$ cat src/sv/mse_pkg.sv
// Package for the merge sort engine: sizes, item structs and the command
// struct passed from the front end to the sorter. No dependencies.
`timescale 1ns / 1ps

package mse_pkg;

    localparam int MAX_LEN = 64;                  // store depth
    localparam int AW      = $clog2(MAX_LEN);     // store address width
    localparam int CW      = $clog2(MAX_LEN + 1); // element count width
    localparam int QDEPTH  = 4;                   // command queue depth
    localparam int QAW     = $clog2(QDEPTH);

    typedef struct packed {
        logic [7:0] value;
        logic       last;
    } in_item_t;

    typedef struct packed {
        logic [7:0] sorted_value;
        logic       end_of_run;
        logic       overflow;
    } out_item_t;

    // One classified input item: optional store write, optional end of list.
    typedef struct packed {
        logic          wr;     // store value at addr
        logic          fin;    // list ends here, sort and emit
        logic [AW-1:0] addr;
        logic [7:0]    value;
        logic [CW-1:0] n;      // list length, valid with fin
        logic          ovf;    // list was cut, valid with fin
    } cmd_t;

endpackage

$ cat src/sv/merge_sort_engine.sv
// Top level of the merge sort engine: front end, command queue and sorter.
// Depends on mse_pkg, mse_front, mse_fifo and mse_back.
//
//  Channel  Handshake       Payload
//  input    push / full     entry  (in_item_t: value, last)
//  output   pop / empty     result (out_item_t: sorted_value, end_of_run, overflow)
//
// Loading takes one item per cycle until the command queue fills.
// A list of N items sorts in ceil(log2 N) passes. A pass sets up each merged
// block, then runs the sorter's read/merge loop, one compare and one element
// per loop. Each result is then read from the store and loaded into the output.
// Reset is asynchronous and empties the queue, the counts and the output.
// Either side may stall any time; the queue keeps loading while sorting.
`timescale 1ns / 1ps

module merge_sort_engine
    import mse_pkg::*;
(
    input  logic      clk,
    input  logic      rst_n,
    input  logic      push,
    input  in_item_t  entry,
    output logic      full,
    output logic      empty,
    input  logic      pop,
    output out_item_t result
);

    cmd_t front_cmd, queue_cmd;
    logic cmd_push, q_full, cmd_valid, cmd_pop;

    mse_front u_front (
        .clk      (clk),
        .rst_n    (rst_n),
        .push     (push),
        .entry    (entry),
        .full     (full),
        .q_full   (q_full),
        .cmd_push (cmd_push),
        .cmd      (front_cmd)
    );

    mse_fifo u_fifo (
        .clk      (clk),
        .rst_n    (rst_n),
        .wr_en    (cmd_push),
        .wr_data  (front_cmd),
        .q_full   (q_full),
        .rd_en    (cmd_pop),
        .rd_data  (queue_cmd),
        .rd_valid (cmd_valid)
    );

    mse_back u_back (
        .clk       (clk),
        .rst_n     (rst_n),
        .cmd       (queue_cmd),
        .cmd_valid (cmd_valid),
        .cmd_pop   (cmd_pop),
        .result    (result),
        .empty     (empty),
        .pop       (pop)
    );

    // Front end never enqueues into a full queue
    assert property (@(posedge clk) disable iff (!rst_n) cmd_push |-> !q_full)
        else $error("command pushed into full queue");

    // Sorter only takes a command that is there
    assert property (@(posedge clk) disable iff (!rst_n) cmd_pop |-> cmd_valid)
        else $error("command popped from empty queue");

    // A list end with a store write never reports a zero list length
    assert property (@(posedge clk) disable iff (!rst_n)
        (cmd_push && front_cmd.fin && front_cmd.wr) |-> (front_cmd.n != '0))
        else $error("list end with zero length");

endmodule

$ cat src/sv/mse_front.sv
// Front end of the merge sort engine: accepts input items, counts the list
// and turns each stored item and each list end into a command for the sorter. Depends on mse_pkg.
`timescale 1ns / 1ps

module mse_front
    import mse_pkg::*;
(
    input  logic     clk,
    input  logic     rst_n,
    input  logic     push,
    input  in_item_t entry,
    output logic     full,
    input  logic     q_full,
    output logic     cmd_push,
    output cmd_t     cmd
);

    logic [CW-1:0] count_reg, count_next;
    logic          ovf_reg, ovf_next;
    logic          accept;
    logic          room;

    assign full   = q_full;
    assign accept = push && !q_full;
    assign room   = (count_reg < CW'(MAX_LEN));

    // Classify: store while there is room, otherwise mark overflow
    always_comb
    begin
        count_next = room ? count_reg + CW'(1) : count_reg;
        ovf_next   = ovf_reg || !room;
        cmd.wr     = room;
        cmd.fin    = entry.last;
        cmd.addr   = count_reg[AW-1:0];
        cmd.value  = entry.value;
        cmd.n      = count_next;
        cmd.ovf    = ovf_next;
    end

    // Dropped non-final items need no command
    assign cmd_push = accept && (room || entry.last);

    always_ff @(posedge clk or negedge rst_n)
    begin
        if (!rst_n)
        begin
            count_reg <= '0;
            ovf_reg   <= 1'b0;
        end
        else if (accept)
        begin
            if (entry.last)
            begin
                count_reg <= '0;
                ovf_reg   <= 1'b0;
            end
            else
            begin
                count_reg <= count_next;
                ovf_reg   <= ovf_next;
            end
        end
    end

endmodule

$ cat src/sv/mse_fifo.sv
// Short command queue between the front end and the sorter.
// Depends on mse_pkg.
`timescale 1ns / 1ps

module mse_fifo
    import mse_pkg::*;
(
    input  logic clk,
    input  logic rst_n,
    input  logic wr_en,
    input  cmd_t wr_data,
    output logic q_full,
    input  logic rd_en,
    output cmd_t rd_data,
    output logic rd_valid
);

    cmd_t           slot_reg [QDEPTH];
    logic [QAW-1:0] wptr_reg, rptr_reg;
    logic [QAW:0]   cnt_reg;
    logic           do_wr, do_rd;

    assign q_full   = (cnt_reg == (QAW+1)'(QDEPTH));
    assign rd_valid = (cnt_reg != '0);
    assign rd_data  = slot_reg[rptr_reg];
    assign do_wr    = wr_en && !q_full;
    assign do_rd    = rd_en && rd_valid;

    // Queue storage
    always_ff @(posedge clk)
    begin
        if (do_wr)
            slot_reg[wptr_reg] <= wr_data;
    end

    // Pointers and fill count
    always_ff @(posedge clk or negedge rst_n)
    begin
        if (!rst_n)
        begin
            wptr_reg <= '0;
            rptr_reg <= '0;
            cnt_reg  <= '0;
        end
        else
        begin
            if (do_wr)
                wptr_reg <= wptr_reg + QAW'(1);
            if (do_rd)
                rptr_reg <= rptr_reg + QAW'(1);
            unique case ({do_wr, do_rd})
                2'b10:   cnt_reg <= cnt_reg + (QAW+1)'(1);
                2'b01:   cnt_reg <= cnt_reg - (QAW+1)'(1);
                default: cnt_reg <= cnt_reg;
            endcase
        end
    end

endmodule

$ cat src/sv/mse_back.sv
// Back end of the merge sort engine: element store, bottom-up merge passes
// ping-ponging between two banks, and the result register. Depends on mse_pkg.
`timescale 1ns / 1ps

module mse_back
    import mse_pkg::*;
(
    input  logic      clk,
    input  logic      rst_n,
    input  cmd_t      cmd,
    input  logic      cmd_valid,
    output logic      cmd_pop,
    output out_item_t result,
    output logic      empty,
    input  logic      pop
);

    typedef enum logic [2:0] {
        S_IDLE,
        S_BLOCK,
        S_FETCH,
        S_MERGE,
        S_OREAD,
        S_OPUSH
    } state_t;

    state_t        state_reg;
    logic [CW-1:0] n_reg, w_reg, lo_reg, mid_reg, hi_reg, a_reg, b_reg, k_reg;
    logic          ovf_reg, src_reg;
    out_item_t     out_reg;
    logic          out_valid_reg;

    logic [7:0]    bank0_mem [MAX_LEN];
    logic [7:0]    bank1_mem [MAX_LEN];
    logic [7:0]    rd0a_reg, rd0b_reg, rd1a_reg, rd1b_reg;

    logic [7:0]    head_a, head_b, pick;
    logic          a_done, b_done, take_b;
    logic [CW:0]   lo_w, w_dbl, lo_2w;
    logic [CW-1:0] blk_mid, blk_hi;
    logic          store_we, merge_we, out_load;

    assign result  = out_reg;
    assign empty   = !out_valid_reg;
    assign cmd_pop = (state_reg == S_IDLE) && cmd_valid;

    // Merge decision; ties take the right run
    always_comb
    begin
        head_a = src_reg ? rd1a_reg : rd0a_reg;
        head_b = src_reg ? rd1b_reg : rd0b_reg;
        a_done = (a_reg >= mid_reg);
        b_done = (b_reg >= hi_reg);
        take_b = a_done || (!b_done && !(head_a < head_b));
        pick   = take_b ? head_b : head_a;
    end

    // Block bounds for the current pass
    always_comb
    begin
        w_dbl   = {w_reg, 1'b0};
        lo_w    = {1'b0, lo_reg} + {1'b0, w_reg};
        lo_2w   = {1'b0, lo_reg} + w_dbl;
        blk_mid = (lo_w  > {1'b0, n_reg}) ? n_reg : lo_w[CW-1:0];
        blk_hi  = (lo_2w > {1'b0, n_reg}) ? n_reg : lo_2w[CW-1:0];
    end

    assign store_we = cmd_pop && cmd.wr;
    assign merge_we = (state_reg == S_MERGE);
    assign out_load = (state_reg == S_OPUSH) && (!out_valid_reg || pop);

    // Bank 0: loaded from commands, merge target on odd passes
    always_ff @(posedge clk)
    begin
        if (store_we)
            bank0_mem[cmd.addr] <= cmd.value;
        else if (merge_we && src_reg)
            bank0_mem[k_reg[AW-1:0]] <= pick;
        rd0a_reg <= bank0_mem[a_reg[AW-1:0]];
        rd0b_reg <= bank0_mem[b_reg[AW-1:0]];
    end

    // Bank 1: merge target on even passes
    always_ff @(posedge clk)
    begin
        if (merge_we && !src_reg)
            bank1_mem[k_reg[AW-1:0]] <= pick;
        rd1a_reg <= bank1_mem[a_reg[AW-1:0]];
        rd1b_reg <= bank1_mem[b_reg[AW-1:0]];
    end

    // Sequencer and result register
    always_ff @(posedge clk or negedge rst_n)
    begin
        if (!rst_n)
        begin
            state_reg     <= S_IDLE;
            n_reg         <= '0;
            w_reg         <= '0;
            lo_reg        <= '0;
            mid_reg       <= '0;
            hi_reg        <= '0;
            a_reg         <= '0;
            b_reg         <= '0;
            k_reg         <= '0;
            ovf_reg       <= 1'b0;
            src_reg       <= 1'b0;
            out_reg       <= '0;
            out_valid_reg <= 1'b0;
        end
        else
        begin
            // a new result replaces a popped one in the same cycle
            if (out_load)
                out_valid_reg <= 1'b1;
            else if (pop && out_valid_reg)
                out_valid_reg <= 1'b0;

            unique case (state_reg)
                S_IDLE:
                begin
                    if (cmd_valid && cmd.fin)
                    begin
                        n_reg   <= cmd.n;
                        ovf_reg <= cmd.ovf;
                        src_reg <= 1'b0;
                        w_reg   <= CW'(1);
                        lo_reg  <= '0;
                        a_reg   <= '0;
                        if (cmd.n <= CW'(1))
                            state_reg <= S_OREAD;
                        else
                            state_reg <= S_BLOCK;
                    end
                end

                S_BLOCK:
                begin
                    mid_reg   <= blk_mid;
                    hi_reg    <= blk_hi;
                    a_reg     <= lo_reg;
                    b_reg     <= blk_mid;
                    k_reg     <= lo_reg;
                    state_reg <= S_FETCH;
                end

                S_FETCH:
                    state_reg <= S_MERGE;

                S_MERGE:
                begin
                    k_reg <= k_reg + CW'(1);
                    if (take_b)
                        b_reg <= b_reg + CW'(1);
                    else
                        a_reg <= a_reg + CW'(1);

                    if (k_reg + CW'(1) == hi_reg)
                    begin
                        if (lo_2w >= {1'b0, n_reg})
                        begin
                            // pass done
                            w_reg   <= w_dbl[CW-1:0];
                            src_reg <= !src_reg;
                            lo_reg  <= '0;
                            if (w_dbl >= {1'b0, n_reg})
                            begin
                                a_reg     <= '0;
                                state_reg <= S_OREAD;
                            end
                            else
                                state_reg <= S_BLOCK;
                        end
                        else
                        begin
                            lo_reg    <= lo_2w[CW-1:0];
                            state_reg <= S_BLOCK;
                        end
                    end
                    else
                        state_reg <= S_FETCH;
                end

                S_OREAD:
                    state_reg <= S_OPUSH;

                S_OPUSH:
                begin
                    if (out_load)
                    begin
                        out_reg.sorted_value <= head_a;
                        out_reg.end_of_run   <= (a_reg + CW'(1) == n_reg);
                        out_reg.overflow     <= ovf_reg;
                        a_reg                <= a_reg + CW'(1);
                        if (a_reg + CW'(1) == n_reg)
                            state_reg <= S_IDLE;
                        else
                            state_reg <= S_OREAD;
                    end
                end

                default:
                    state_reg <= S_IDLE;
            endcase
        end
    end

endmodule
$ cat config.mk
export PLATFORM = sky130hd
export DESIGN_NAME = merge_sort_engine
export DESIGN_NICKNAME = d
export VERILOG_FILES = /design/src/sv/mse_pkg.sv /design/src/sv/merge_sort_engine.sv /design/src/sv/mse_front.sv /design/src/sv/mse_fifo.sv /design/src/sv/mse_back.sv
export SDC_FILE = /design/constraint.sdc
export NUM_CORES = 2
export LEC_CHECK = 0
export BUFFER_PORTS_ARGS = -buffer_cell sky130_fd_sc_hd__buf_2
export CORE_MARGIN = 4
export CORE_UTILIZATION = 50
export CTS_CLUSTER_SIZE = 10
export DETAILED_ROUTE_END_ITERATION = 10
export GPL_TIMING_DRIVEN = 0
export PLACE_DENSITY = 0.65
export SYNTH_ARGS = -nofsm -noshare
export SYNTH_HDL_FRONTEND = slang
export SYNTH_SLANG_ARGS = --single-unit
$ cat constraint.sdc
create_clock -name clk -period 8.2 [get_ports clk]
set_input_delay 0.41 -clock clk [delete_from_list [all_inputs] [get_ports clk]]
set_output_delay 0.41 -clock clk [all_outputs]
set_load 0.02 [all_outputs]
Yosys cells after proc, flatten, opt, wreduce, memory -nomap -nowiden
Memories as Yosys holds them, arrays and structs flattened. A register that Yosys moved wholly into a read port is not among the register bits.
Index checks and enable logic that the tools add are counted.
{"block": "op_classes", "muxes": 52, "n_addsub": 10, "n_eq_ne": 15, "n_reduce_logical": 37, "order_cmp": 9}
{"cell": "$mux 7", "count": 16}
{"cell": "$pmux 7 s2", "count": 4}
{"cell": "$mux 8", "count": 4}
{"cell": "$add 7x1->7 const B", "count": 4}
{"cell": "$pmux 7 s4", "count": 1}
{"cell": "$mux 3", "count": 7}
{"cell": "$pmux 3 s6", "count": 1}
{"cell": "$ge 8x7->1", "count": 2}
{"cell": "$gt 8x7->1", "count": 2}
{"cell": "$mux 1", "count": 16}
{"cell": "$eq 7x7->1", "count": 2}
{"cell": "$ge 7x7->1", "count": 2}
{"cell": "$logic_and 1x1->1", "count": 12}
{"cell": "$eq 3x3->1 const B", "count": 3}
{"cell": "$add 7x7->8", "count": 1}
{"cell": "$add 7x8->8", "count": 1}
{"cell": "$lt 8x8->1", "count": 1}
{"cell": "$reduce_and 2->1", "count": 4}
{"cell": "$reduce_bool 2->1", "count": 4}
{"cell": "$reduce_or 8->1", "count": 1}
{"cell": "$le 7x1->1 const B", "count": 1}
{"cell": "$lt 7x7->1 const B", "count": 1}
{"cell": "$eq 3x2->1 const B", "count": 2}
{"cell": "$logic_not 1->1", "count": 6}
{"cell": "other kinds (17)", "count": 25}
{"block": "word_totals", "out_inout_bits": 12, "n_memories": 3, "in_bits": 13, "regBits": 87, "ramBits": 1120}
{"memory": "u_back.bank0_mem", "words": 64, "width": 8, "read_ports": 2, "rd_clocked_by_memory_dff": 2, "write_ports": 1, "line": "mse_back.sv:33", "source": "logic [7:0] bank0_mem [MAX_LEN];"}
{"memory": "u_back.bank1_mem", "words": 64, "width": 8, "read_ports": 2, "rd_clocked_by_memory_dff": 2, "write_ports": 1, "line": "mse_back.sv:34", "source": "logic [7:0] bank1_mem [MAX_LEN];"}
{"memory": "u_fifo.slot_reg", "words": 4, "width": 24, "read_ports": 1, "rd_clocked_by_memory_dff": 0, "write_ports": 1, "line": "mse_fifo.sv:18", "source": "cmd_t slot_reg [QDEPTH];"}

Depth between registers and ports, before layout
{"block": "depth", "word_depth": 10, "ltp_mapped": 14, "depth_no_buf": 13}

By module
From an unflattened synthesis, not the netlist that was laid out.
{"block": "hier_totals", "cells_unflattened": 2979, "area_unflattened_um2": 58409.8}
{"mod": "mse_back", "area_per_inst_um2": 53842.9, "cells_each": 2748, "instances": 1}
{"mod": "mse_fifo", "area_per_inst_um2": 3935.0, "cells_each": 163, "instances": 1}
{"mod": "mse_front", "area_per_inst_um2": 631.9, "cells_each": 68, "instances": 1}

Least setup slack after synthesis
OpenSTA, ideal clock, no wires.
{"block": "synth_path", "kind": "register to register", "from": "reg u_back.src_reg", "to": "mem u_back.bank0_mem[0][0], data pin", "setup_slack_ps": 1827, "required_ps": 7498, "path_stages_with_launch": 14, "arrival_ps": 5671, "n_path_buf": 3, "path_cell_list": "dfrtp_1 buf_1 buf_1 mux2i_1 inv_1 ha_1 o21ai_0 a211o_1 a31oi_1 o211ai_1 nand2_1 buf_2 mux2i_1 o21ai_0"}
{"block": "synth_via", "elab_chain_len": 7, "word_cells_on_any_way": 13, "cone_classes": "order compare (1); mux (7); reduce/logical (5)"}
{"element": "start, declared", "line": "mse_back.sv:29", "source": "logic ovf_reg, src_reg;"}
{"element": "start signal, assigned", "line": "mse_back.sv:164", "source": "src_reg <= !src_reg;"}
{"element": "$mux 8", "line": "mse_back.sv:50", "source": "head_a = src_reg ? rd1a_reg : rd0a_reg;"}
{"element": "named net u_back.head_a[2]", "line": "mse_back.sv:37", "source": "logic [7:0] head_a, head_b, pick;"}
{"element": "$lt 8x8->1", "line": "mse_back.sv:54", "source": "take_b = a_done || (!b_done && !(head_a < head_b));"}
{"element": "$logic_not 1->1", "line": "mse_back.sv:54"}
{"element": "$logic_and 1x1->1", "line": "mse_back.sv:54"}
{"element": "$logic_or 1x1->1", "line": "mse_back.sv:54"}
{"element": "$mux 8", "line": "mse_back.sv:55", "source": "pick = take_b ? head_b : head_a;"}
{"element": "$mux 8 (no line)"}
{"element": "end, declared", "line": "mse_back.sv:33"}
The timed path passes the listed nets, and every way through them passes these cells.

Worst setup path in the final report
{"block": "layout_path", "from": "reg u_back.src_reg", "to": "mem u_back.bank0_mem[4][5], data pin"}
{"block": "layout_via", "elab_chain_len": 7, "word_cells_on_any_way": 13, "cone_classes": "order compare (1); mux (7); reduce/logical (5)"}
{"element": "$mux 8", "line": "mse_back.sv:50"}
{"element": "named net u_back.head_a[3]", "line": "mse_back.sv:37"}
{"element": "$lt 8x8->1", "line": "mse_back.sv:54"}
{"element": "$logic_not 1->1", "line": "mse_back.sv:54"}
{"element": "$logic_and 1x1->1", "line": "mse_back.sv:54"}
{"element": "$logic_or 1x1->1", "line": "mse_back.sv:54"}
{"element": "$mux 8", "line": "mse_back.sv:55"}
{"element": "named net u_back.pick[5]", "line": "mse_back.sv:37"}
{"element": "$mux 8 (no line)"}
The timed path passes the listed nets, and every way through them passes these cells.

==> reports/qor.yml <==
status: "finished, final reports clean"
grt_first_pass_wirelength_um: 253500
grt_max_degree: 65
avgSynthCellArea_um2: 19.88
rows: 124
placedInstanceArea_mm2: 0.06067
setup_tns_ns: 0
io_pins: 25
dr_total_vias: 33020
drtIter0Drc: 5022
port_buffers: 24
postLayoutCellArea_mm2: 0.06494
cts_max_level: 4
synth_edf_count: 1120
cp-end-kind: "register"
hpwlAfterDp_um: 130100
wl_per_cell_um: 38.18
required_ns: 8.60
ir_drop_uv: 167.3
dp.cells: 4477
combPwrFrac_pct: 3.3
cts_buffer_depth: 3
p_switching_mw: 2.884
ys_seq_elements: 1238
synthFlopType: "edfxtp_1"
rsz0062_at_grt: "no"
synth_area_leaders: "edfxtp_1 58%, mux4_2 27%, dfrtp_1 3.7%"
seq_area_frac_synth_pct: 62.74
swShare_pct: 21.50
postLayoutCoreUtil_pct: 56.57
whs_ns: 0.1576
clkSinkCount: 1238
area_delta_synth_final_pct: 11.86
clock_power_share_pct: 43.5
pwr-share-seq_pct: 53.1
start_kind: "register"
dieArea_mm2: 0.1216
synthArstFlopShare_pct: 6.947
clk_pin_slew_ns: 0.06
gp_congestion: 0.9532
die_y_um: 348.8
grt_antenna_before_repair: 15
syn_inst: 2920
ys_warn_count: 0
postRouteAntennaNets: 0
cp_slowest_cell: "mux2i_1"
nets: 3199
synth_top_area_cell: "edfxtp_1"
numCtsBuffers: 145
power_per_cell_area_mw_per_mm2: 206.5
clock-root-buffer: "clkbuf_16"
track_usage_pct: 30.03
finalSetupViolCount: 0
finalCriticalPeriod_ns: 7.871
total_power_mw: 13.41
fin_worst_skew_ns: 0.03785
layout_commonest_cell: "edfxtp_1"
pre_cts_slack_ns: 0.1274
synth_fp_nets: 2996
slew_headroom_pct: 6.167
critPathArrivalTime_ns: 8.27
crit_chain: "buf_1 -> buf_1 -> mux2i_1 -> inv_1 -> ha_1 -> o21ai_0 -> a211o_1 -> a31oi_1 -> o211ai_1 -> nand2_1 -> buf_2 -> mux2i_4 -> buf_16 -> buf_16 -> mux2_4"
setup_ws_ns: 0.3289
die_w_um: 348.8
synth_top_area_share_pct: 57.93
fmax_mhz: 127.0
drt-total-wl_um: 179600
start_util_pct: 50.57
final-instance-count-excl-fill: 4703
drive_above_1_share_pct: 31.69
drcViolationCount: 0
grt_pass1_vias: 33220
path_class: "reg2reg"
p_int_mw: 10.53
cap_viol_max_count: 0
p_leak_nw: 20.04
tightest_slew_ns: 1.407
maxSlewViolCount: 0
syn_area_mm2: 0.05806
cts_tree: "done"
gr-total-overflow: 0
crit_fanout: 65
hp-class: "in2reg"
crit_path_max_incr_delay_ns: 1.02
core_mm2: 0.1148
final_cell_mix: "1120 x edfxtp_1, 696 x mux4_2, 168 x nor2_1, 162 x clkbuf_1, 150 x clkbuf_16"
fin_crit_sh_pct: 95.99
first_pass_iters: 6
hold_viol: 0
clock_latency_ns: 0.76
vias_per_cell: 7.021
yosysUniqueCellTypes: 61
layer usage:
metal | vias up | track usage [%] | wire, µm
met5 | - | 0 | 19
met4 | 4 | 11.63 | 7974
met3 | 380 | 8.479 | 20770
met2 | 2107 | 45.62 | 82740
met1 | 17760 | 41.88 | 68060
li1 | 12780 | - | -
final cells by class:
class	count	area [µm²]
Antenna cell	10	25.02
Buffer	201	1082
Clock buffer	188	3916
Clock inverter	17	201.4
Fill cell	8585	49870
Inverter	51	191.4
Multi-Input combinational cell	1430	20490
Sequential cell	1238	36420
Tap cell	1512	1892
Timing Repair Buffer	56	718.2
cells in the mapped netlist (all sizes together) (4+ instances only):
cell type,count
nand3,29
nor2,168
ha,61
a21o,12
edfxtp,1120
o221ai,4
xor2,20
o21ai,64
nand2b,11
o21a,9
a211oi,6
mux4,696
a211o,4
and3,5
a22o,4
o22ai,9
dfrtp,86
inv,51
and2,9
o31ai,9
mux2,22
a21oi,37
nor2b,12
clkbuf,126
or3,5
dfxtp,32
nor4,4
nand2,101
mux2i,41
xnor2,28
nand4,6
buf,75
nor3,15
worst max-delay path, delay by kind of cell, from the launching register on:
kind	cells	cell delay, ns
adders and majority gates	1	0.35
and+or+nand+nor	1	0.33
AOI/OAI and AO/OA	4	1.09
buffers and inverters	6	2.55
DFF	1	0.45
muxes	3	2.56
cells by family (layout without fill, tap and decap cells):
group	Yosys count	after routing	synth area share (%)
other	0	10	0
muxes	759	759	28.13
AOI/OAI and AO/OA	181	181	1.961
adders and majority gates	63	63	1.384
xor gates and xnor gates	48	48	0.7241
and+or+nand+nor	379	379	2.866
DFF	1238	1238	62.74
buffers and inverters	252	513	2.194
path summary, 6_finish.rpt:
| check | start | end | slack [ns] | depth (start not counted) |
|---|---|---|---|---|
| worst min-delay path | pop | u_back.state_reg[0] | 0.16 | 3 |
| worst max-delay path | u_back.src_reg | u_back.bank0_mem[4][5] | 0.33 | 15 |
| worst max register to register | u_back.src_reg | u_back.bank0_mem[4][5] | 0.33 | 15 |
| min in group asynchronous | rst_n | u_back.result[1] | 0.18 | 2 |
| worst min register to register | u_back.result[5] | u_back.result[5] | 0.49 | 2 |
| max in group asynchronous | rst_n | u_front.count_reg[3] | 7.36 | 3 |
power by group through the flow:
| stage | registers, mW | clock network, mW | logic, mW |
|---|---|---|---|
| global route | 7.13 | 6.16 | 0.484 |
| floorplan | 7.24 | 0 | 0.232 |
| detailed placement | 7.26 | 0 | 0.441 |
| global placement | 7.26 | 0 | 0.402 |
| finish | 7.13 | 5.84 | 0.444 |
| CTS | 7.13 | 5.88 | 0.446 |
repair_timing:
action / 4_1_cts / 5_1_grt
endpoints found under the hold margin: 71 / 0
setup buffers: 0 / 0
hold buffers: 10 / 0
resized for setup: 0 / 0
endpoints found under the setup margin: 0 / 0
(Power assumes the default switching activity.)
